`config.mk`:
```
export PLATFORM = sky130hd
export DESIGN_NAME = cbct_unpack
export DESIGN_NICKNAME = d
export VERILOG_FILES = /design/src/hdl/cbct_pkg.sv /design/src/hdl/cbct_unpack.sv
export SDC_FILE = /design/constraint.sdc
export NUM_CORES = 1
export LEC_CHECK = 0
export CAP_MARGIN = 40
export CORE_AREA = 10 10 316 318
export CTS_CLUSTER_DIAMETER = 200
export DETAILED_ROUTE_END_ITERATION = 6
export DIE_AREA = 0 0 326 328
export DONT_BUFFER_PORTS = 1
export PLACE_DENSITY = 0.48
export REMOVE_ABC_BUFFERS = 1
export SLEW_MARGIN = 20
export SYNTH_ARGS = -nofsm -noshare
export SYNTH_HDL_FRONTEND = slang
export SYNTH_SLANG_ARGS = --single-unit
```
`constraint.sdc`:
```
create_clock -name clk -period 11.8 [get_ports clk]
set_input_delay 0.59 -clock clk [delete_from_list [all_inputs] [get_ports clk]]
set_output_delay 0.59 -clock clk [all_outputs]
set_load 0.03 [all_outputs]
```
`src/hdl/cbct_pkg.sv`:
```
// ----------------------------------------------------------------------------
// cbct_pkg: shared constants for the circle and box collision test
// Default fixed-point formats and the shape selector code.
// ----------------------------------------------------------------------------
package cbct_pkg;

	localparam int DEF_FRAC_BITS      = 16;
	localparam int DEF_COMPONENT_BITS = 32;

	// Shape selector: bit0 first body is a circle, bit1 second body is a circle.
	localparam logic [1:0] SHAPE_CIRCLE_PAIR = 2'b11;

endpackage

```
`src/hdl/cbct_unpack.sv`:
```
// ----------------------------------------------------------------------------
// cbct_unpack: first pipeline stage
// Split packed vectors, clamp components to the symmetric range, form the
// offset, relative velocity and extent sums.
// ----------------------------------------------------------------------------
module cbct_unpack #(
	parameter int COMPONENT_BITS = cbct_pkg::DEF_COMPONENT_BITS
) (
	input  logic                             clk,
	input  logic                             arst_n,
	input  logic                             in_valid,
	output logic                             in_ready,
	input  logic [1:0]                       shape_pair,
	input  logic [63:0]                      first_position,
	input  logic [63:0]                      second_position,
	input  logic [63:0]                      first_velocity,
	input  logic [63:0]                      second_velocity,
	input  logic [63:0]                      first_extent,
	input  logic [63:0]                      second_extent,
	input  logic [63:0]                      second_normal,
	output logic                             out_valid,
	input  logic                             out_ready,
	output logic                             circle,
	output logic signed [COMPONENT_BITS-1:0] dx,
	output logic signed [COMPONENT_BITS-1:0] dy,
	output logic signed [COMPONENT_BITS-1:0] rvx,
	output logic signed [COMPONENT_BITS-1:0] rvy,
	output logic signed [COMPONENT_BITS-1:0] vx,
	output logic signed [COMPONENT_BITS-1:0] vy,
	output logic signed [COMPONENT_BITS-1:0] ax,
	output logic signed [COMPONENT_BITS-1:0] ay,
	output logic [COMPONENT_BITS:0]          reach1,
	output logic [COMPONENT_BITS:0]          reach2,
	output logic [COMPONENT_BITS-1:0]        side1,
	output logic [COMPONENT_BITS-1:0]        side2
);
	import cbct_pkg::*;

	localparam int C = COMPONENT_BITS;
	localparam logic signed [C-1:0] POS_MAX = {1'b0, {(C-1){1'b1}}};
	localparam logic signed [C-1:0] NEG_MAX = {1'b1, {(C-2){1'b0}}, 1'b1};
	localparam logic signed [C:0]   WIDE_POS = {2'b00, {(C-1){1'b1}}};
	localparam logic signed [C:0]   WIDE_NEG = {2'b11, {(C-2){1'b0}}, 1'b1};

	// most negative code reads as the most negative symmetric value
	function automatic logic signed [C-1:0] sym(input logic [C-1:0] raw);
		logic signed [C-1:0] v;
		v = signed'(raw);
		if (raw == {1'b1, {(C-1){1'b0}}})
			v = NEG_MAX;
		return v;
	endfunction

	function automatic logic signed [C-1:0] sat_diff(input logic signed [C-1:0] a,
		input logic signed [C-1:0] b);
		logic signed [C:0] ae;
		logic signed [C:0] be;
		logic signed [C:0] d;
		logic signed [C-1:0] r;
		ae = (C+1)'(a);
		be = (C+1)'(b);
		d  = ae - be;
		if (d > WIDE_POS)
			r = POS_MAX;
		else if (d < WIDE_NEG)
			r = NEG_MAX;
		else
			r = signed'(d[C-1:0]);
		return r;
	endfunction

	logic                circle_s1;
	logic                valid_s1;
	logic signed [C-1:0] dx_s1, dy_s1, rvx_s1, rvy_s1, vx_s1, vy_s1, ax_s1, ay_s1;
	logic [C:0]          reach1_s1, reach2_s1;
	logic [C-1:0]        side1_s1, side2_s1;

	logic signed [C-1:0] v1x, v1y;
	assign v1x = sym(first_velocity[C-1:0]);
	assign v1y = sym(first_velocity[2*C-1:C]);

	assign in_ready = !valid_s1 || out_ready;

	always_ff @(posedge clk or negedge arst_n) begin
		if (!arst_n) begin
			valid_s1 <= 1'b0;
		end else if (in_ready) begin
			valid_s1 <= in_valid;
		end
	end

	always_ff @(posedge clk) begin
		if (in_valid && in_ready) begin
			circle_s1 <= (shape_pair == SHAPE_CIRCLE_PAIR);
			dx_s1     <= sat_diff(sym(second_position[C-1:0]), sym(first_position[C-1:0]));
			dy_s1     <= sat_diff(sym(second_position[2*C-1:C]),
				sym(first_position[2*C-1:C]));
			rvx_s1    <= sat_diff(v1x, sym(second_velocity[C-1:0]));
			rvy_s1    <= sat_diff(v1y, sym(second_velocity[2*C-1:C]));
			vx_s1     <= v1x;
			vy_s1     <= v1y;
			ax_s1     <= sym(second_normal[C-1:0]);
			ay_s1     <= sym(second_normal[2*C-1:C]);
			reach1_s1 <= {1'b0, first_extent[C-1:0]} + {1'b0, second_extent[C-1:0]};
			reach2_s1 <= {1'b0, first_extent[2*C-1:C]} + {1'b0, second_extent[2*C-1:C]};
			side1_s1  <= second_extent[2*C-1:C];
			side2_s1  <= second_extent[C-1:0];
		end
	end

	assign out_valid = valid_s1;
	assign circle    = circle_s1;
	assign dx        = dx_s1;
	assign dy        = dy_s1;
	assign rvx       = rvx_s1;
	assign rvy       = rvy_s1;
	assign vx        = vx_s1;
	assign vy        = vy_s1;
	assign ax        = ax_s1;
	assign ay        = ay_s1;
	assign reach1    = reach1_s1;
	assign reach2    = reach2_s1;
	assign side1     = side1_s1;
	assign side2     = side2_s1;

endmodule

```
# [Yosys cells after proc, flatten, opt, wreduce, memory -nomap -nowiden]
# Cells that the tools add are included.
[word_totals] inputBits=454 reg_bits=388 word_cells=68 output_inout_bits=389
[classes] n_reduce_logical=7 mux=18 order_cmp=8 add_sub_neg=6 eq_ne=11
[ops] cell="2-to-1 mux 32 bit" n=18
[ops] cell="== test 32 bit (second input constant)" n=10
[ops] cell="greater-than comparator 33 x 32 -> 1 bit (second input constant)" n=4
[ops] cell="< comparator 33 x 32 -> 1 bit (second input constant)" n=4
[ops] cell="subtractor 32 x 32 -> 33 bit" n=4
[ops] cell="adder 32 x 32 -> 33 bit" n=2
[ops] cell="OR reduction 2 bit" n=4
[ops] cell="== test 2 bit (second input constant)" n=1
[ops] cell="logical AND 1 bit" n=1
[ops] cell="logical NOT 1 bit" n=1
[ops] cell="logical OR 1 bit" n=1

# [Longest topological paths before layout]
[logic_depth] depth_word=7 depth_mapped=20 depth_no_buf=18

# [Worst setup path before layout]
# No wires, ideal clock.
[synth_path] kind="input port to flip-flop" from="input port out_ready" to="register ax_s1[0] (netlist: ax[0]) (enable)" t_arrival_ns=9.708 stages=2 path_buffers=0 setup_ns=0.798 slack_ns=1.295 t_required_ns=11.002 cell_sequence="nand2b_1 and2_1"
[synth_via] elab_chain_cells=2
[synth_lines] item="from (decl)" line_no="cbct_unpack.sv:22" text="input logic out_ready,"
[synth_lines] item="logical OR 1 bit" line_no="cbct_unpack.sv:82" text="assign in_ready = !valid_s1 || out_ready;"
[synth_lines] item="logical AND 1 bit" line_no="cbct_unpack.sv:93" text="if (in_valid && in_ready) begin"
[synth_lines] item="to (signal assigned)" line_no="cbct_unpack.sv:102" text="ax_s1 <= sym(second_normal[C-1:0]);"
[synth_lines] item="to (decl)" line_no="cbct_unpack.sv:74" text="logic signed [C-1:0] dx_s1, dy_s1, rvx_s1, rvy_s1, vx_s1, vy_s1, ax_s1, ay_s1;"
# Every way passes these cells.
# A chain may end at the register's enable or synchronous reset.

# [Final worst setup path]
[layout_path] from="input port second_velocity[17]" to="register rvx_s1[0] (netlist: rvx[0]), data pin"
[layout_via] elab_chain_cells=6 word_cells_on_any_way=7 cone_classes="1 x add/sub; 2 x order compare; 1 x eq/ne; 2 x mux; 1 x reduce/logical"
[layout_lines] item="from (decl)" line_no="cbct_unpack.sv:17" text="input logic [63:0] second_velocity,"
[layout_lines] item="== test 32 bit" line_no="cbct_unpack.sv:49" text="if (raw == {1'b1, {(C-1){1'b0}}})"
[layout_lines] item="2-to-1 mux 32 bit *" line_no="cbct_unpack.sv:49"
[layout_lines] item="2-to-1 mux 32 bit *" line_no="cbct_unpack.sv:93"
[layout_lines] item="subtractor 32 x 32 -> 33 bit *" line_no="cbct_unpack.sv:62" text="d = ae - be;"
[layout_lines] item="greater-than comparator 33 x 32 -> 1 bit or < comparator 33 x 32 -> 1 bit (tied branches)" line_no="cbct_unpack.sv:63, cbct_unpack.sv:65"
[layout_lines] item="OR reduction 2 bit (no source line)"
[layout_lines] item="to (signal assigned)" line_no="cbct_unpack.sv:98" text="rvx_s1 <= sat_diff(v1x, sym(second_velocity[C-1:0]));"
[layout_lines] item="to (decl)" line_no="cbct_unpack.sv:74"
# Mark *: on every way between the ends. The rest lies on a longest branch, timed or not. The select of a mux whose other input is x is not followed.

==> flow_summary_export.csv <==
group,metric,value,unit
grt,grt_max_degree,128,
place,dp_cells,3466,
sta,min_period_over_period,43.8,%
synth,syn-cell-area,0.0248,sq mm
sta,slew_viol_final,0,
grt,gr-usage-all-layers,18.5,%
pwr,power_density,159,mW/mm^2
clock_network,clock_latency,630,ps
route,drt_iter0_markers,1377,
grt,antenna_found_initial,8,
pwr,ir_worst_vdd,0.107,mV
synth,synth_top_family_by_area,"compound AO/OA/AOI/OAI gates",
die,die-area,0.107,sq mm
place,gp_congestion,0.924,
synth,syn_inst,2431,
die,row_count,112,
grt,grt_pass1_wl,146000,um
sta,slew_headroom,45.7,%
clock_network,clock-sinks,388,
sta,fin_tns_setup,0,ps
die,die_x,326,um
place,place_hpwl,87600,um
setup_path,endpoint_kind,"flop",
synth,yosysUniqueCellTypes,81,
grt,grt-ovfl-total,0,
sta,max_freq,0.193,GHz
pwr,p_leak,10.5,nW
place,pre_cts_slack,6010,ps
route,finalWirelength,105000,um
synth,synth_warnings,0,
clock_network,clock_path_buffers,3,
run,drv_cap,0,
final_layout,final_cell_area,0.0281,sq mm
synth,synth_fa_ha_area_share,12.6,%
run_status,status,"completed",
die,die_h,328,um
sta,setup_slack,6630,ps
sta,worst_pin_slew,795,ps
synth,synth_edf_count,387,
clock_network,clkTransAtPathRegs,60,ps
synth,syn_avg_cell_area,10.2,sq um
clock_network,cts_root_buf,"clkbuf_16",
clock_network,numCtsBuffers,46,
die,core-area,0.0930,sq mm
final_layout,nNetsFinal,2994,
sta,fin_skew,30.6,ps
synth,ys_ff_latch,388,
synth,synthMuxAreaShare,0.0859,%
min_path,holdCritPathClass,"in2reg",
grt,grt_pass1_vias,19026,
synth,synthTopCellsByArea,"edfxtp_1 47%, ha_1 9.7%, xnor2_1 3.6%",
setup_path,critPathMaxFanout,4,
synth,synthArstFlopShare,0.258,%
route,via_per_inst,5.23,
sta,hold_violations,0,
route,drc_errors,0,
route,ant_nets,0,
route,routed-via-count,19052,
synth,synth_compound_area_share,15.6,%
final_layout,drive_gt1_share,5.09,%
synth,yosys.area_share.xor_xnor,5.37,%
place,io_buffers,0,
die,start_util,26.6,%
final_layout,area_growth,13.6,%
route,dr.pass1.iters,5,
die,ioPinCount,843,
synth,yosysTopAreaCell,"edfxtp_1",
synth,synthSimpleGateAreaFrac,12.8,%
place,dpl-instance-area,0.0257,sq mm
setup_path,arrival,5650,ps
sta,rsz0062_at_grt,"false",
synth,synth_top_area_share,46.9,%
route,drt-wirelength-per-cell,28.9,um
synth,synth_ff_type,"edfxtp_1",
sta,setup_viol,0,
synth,yosysSeqAreaShare,47.0,%
sta,period_needed,5170,ps
final_layout,final_cells,3642,
clock_network,cts_max_level,2,
setup_path,worstPathRequired,12280,ps
setup_path,startpoint_type,"input pin",
setup_path,critical_path_class,"in2reg",
clock_network,tritoncts,"yes",
## report_power, final
group          internal, mW  leakage, nW  switching (mW)  total [mW]
registers              1.71         3.67           0.332        2.04
logic                 0.355         6.04           0.560       0.915
clock network         0.884        0.765           0.645        1.53
total                  2.95         10.5            1.54        4.49
## cells by family after synthesis
kind of cell / after synthesis
buf+inv: 424
mux: 2
flops: 388
xor+xnor: 151
fa+ha+maj: 258
simple gates: 615
compound gates: 593
## path summary, 6_finish.rpt
kind                                  startpoint                    end  slack, ps  depth (start not counted)
max                          second_velocity[17]   rvx[0]$_SDFFCE_PP1P_       6630                         18
min                            second_extent[35]     side1[3]$_DFFE_PP_         60                          0
max reg2reg                out_valid$_DFFE_PN0N_   ay[18]$_SDFFCE_PN0P_       8700                          4
min reg2reg                out_valid$_DFFE_PN0N_  out_valid$_DFFE_PN0N_       1000                          2
max in group asynchronous                 arst_n  out_valid$_DFFE_PN0N_      11500                          1
min in group asynchronous                 arst_n  out_valid$_DFFE_PN0N_        190                          1
## metrics by stage
step	total power [mW]	hold WS, ps	util [%]
6_report	4.49	61.1	30.2
3_3_place_gp	2.95	294	27.5
2_1_floorplan	2.66	294	-
5_1_grt	4.70	9.51	30.2
3_5_place_dp	2.96	294	27.6
4_1_cts	4.55	0.0149	30.2
## critical path: stages
cell and delay (ps):
nor4_1 330, clkdlybuf4s15_2 300, nand4_1 410, o21bai_1 310
ha_1 240, inv_1 70, fa_1 430, a211oi_2 250
o21a_2 190, o31ai_1 80, a41o_1 320, xor2_1 180
nor4_1 310, or4b_1 500, or4b_1 560, nor4_1 260
a311oi_1 180, o21ai_1 150
## cells in the final DEF, fill, tap and decap left out, types with 17 or more instances in the layout
| cell type | n |
|---|---|
| a21o_1 | 84 |
| a21oi_1 | 157 |
| a31oi_1 | 22 |
| clkbuf_16 | 46 |
| dlygate4sd3_1 | 81 |
| edfxtp_1 | 387 |
| ha_1 | 192 |
| inv_1 | 187 |
| maj3_1 | 60 |
| nand2_1 | 104 |
| nand2b_1 | 28 |
| nand3_1 | 41 |
| nand4_1 | 43 |
| nor2_1 | 155 |
| nor2b_1 | 21 |
| nor3_1 | 44 |
| nor4_1 | 85 |
| o21a_1 | 35 |
| o21ai_0 | 124 |
| o21bai_1 | 31 |
| or3_1 | 17 |
| xnor2_1 | 101 |
| xor2_1 | 49 |
## repair_timing
| action | in CTS | in global routing |
|---|---|---|
| buffers inserted | 0 | 0 |
| resized for setup | 0 | 0 |
| endpoints found under the hold margin | 81 | 0 |
| hold buffers | 81 | 0 |
## layer usage
layer	share of wire (%)	GRT usage (%)	up-vias	routed length, um
met4	2.0	4.61	2	2080
li1	-	-	8717	-
met1	39	21.4	9345	40800
met3	11	7.34	94	11100
met2	49	31.4	894	51100
met5	0.021	0	-	22
## flip-flops by register name (all words and copies together), names as in the netlist
name and flops:
side1 32, dx 32, ay 32, ax 32, circle 1, vy 32
side2 32, rvy 32, vx 32, out_valid 1, reach1 33, reach2 33
dy 32, rvx 32
## Yosys cell counts (9+ instances only)
cell and n:
xor2_1 49, nand2b_1 28, a21boi_0 9, nor4b_1 9, nand2_1 104, a31oi_1 24
o21ai_0 124, a21o_1 84, nor2_1 155, and3_1 13, o211ai_1 15, or3_1 17
o21a_1 35, clkbuf_1 228, nor2b_1 21, nand3_1 41, nor4_1 89, nor3_1 44
xnor2_1 101, maj3_1 60, nand4_1 43, inv_1 187, edfxtp_1 387, and2_1 15
ha_1 192, o21bai_1 31, a211oi_1 14, a21oi_1 157, o31ai_1 13
## cell type report
class / count / area, sq um
Timing Repair Buffer: 100 / 1030
Clock inverter: 34 / 445
Clock buffer: 50 / 1170
Inverter: 187 / 702
Multi-Input combinational cell: 1619 / 11600
Antenna cell: 10 / 25.0
Tap cell: 1254 / 1570
Sequential cell: 388 / 11600
Fill cell: 9644 / 64900
No activity file was read; power rests on OpenSTA's default activity.
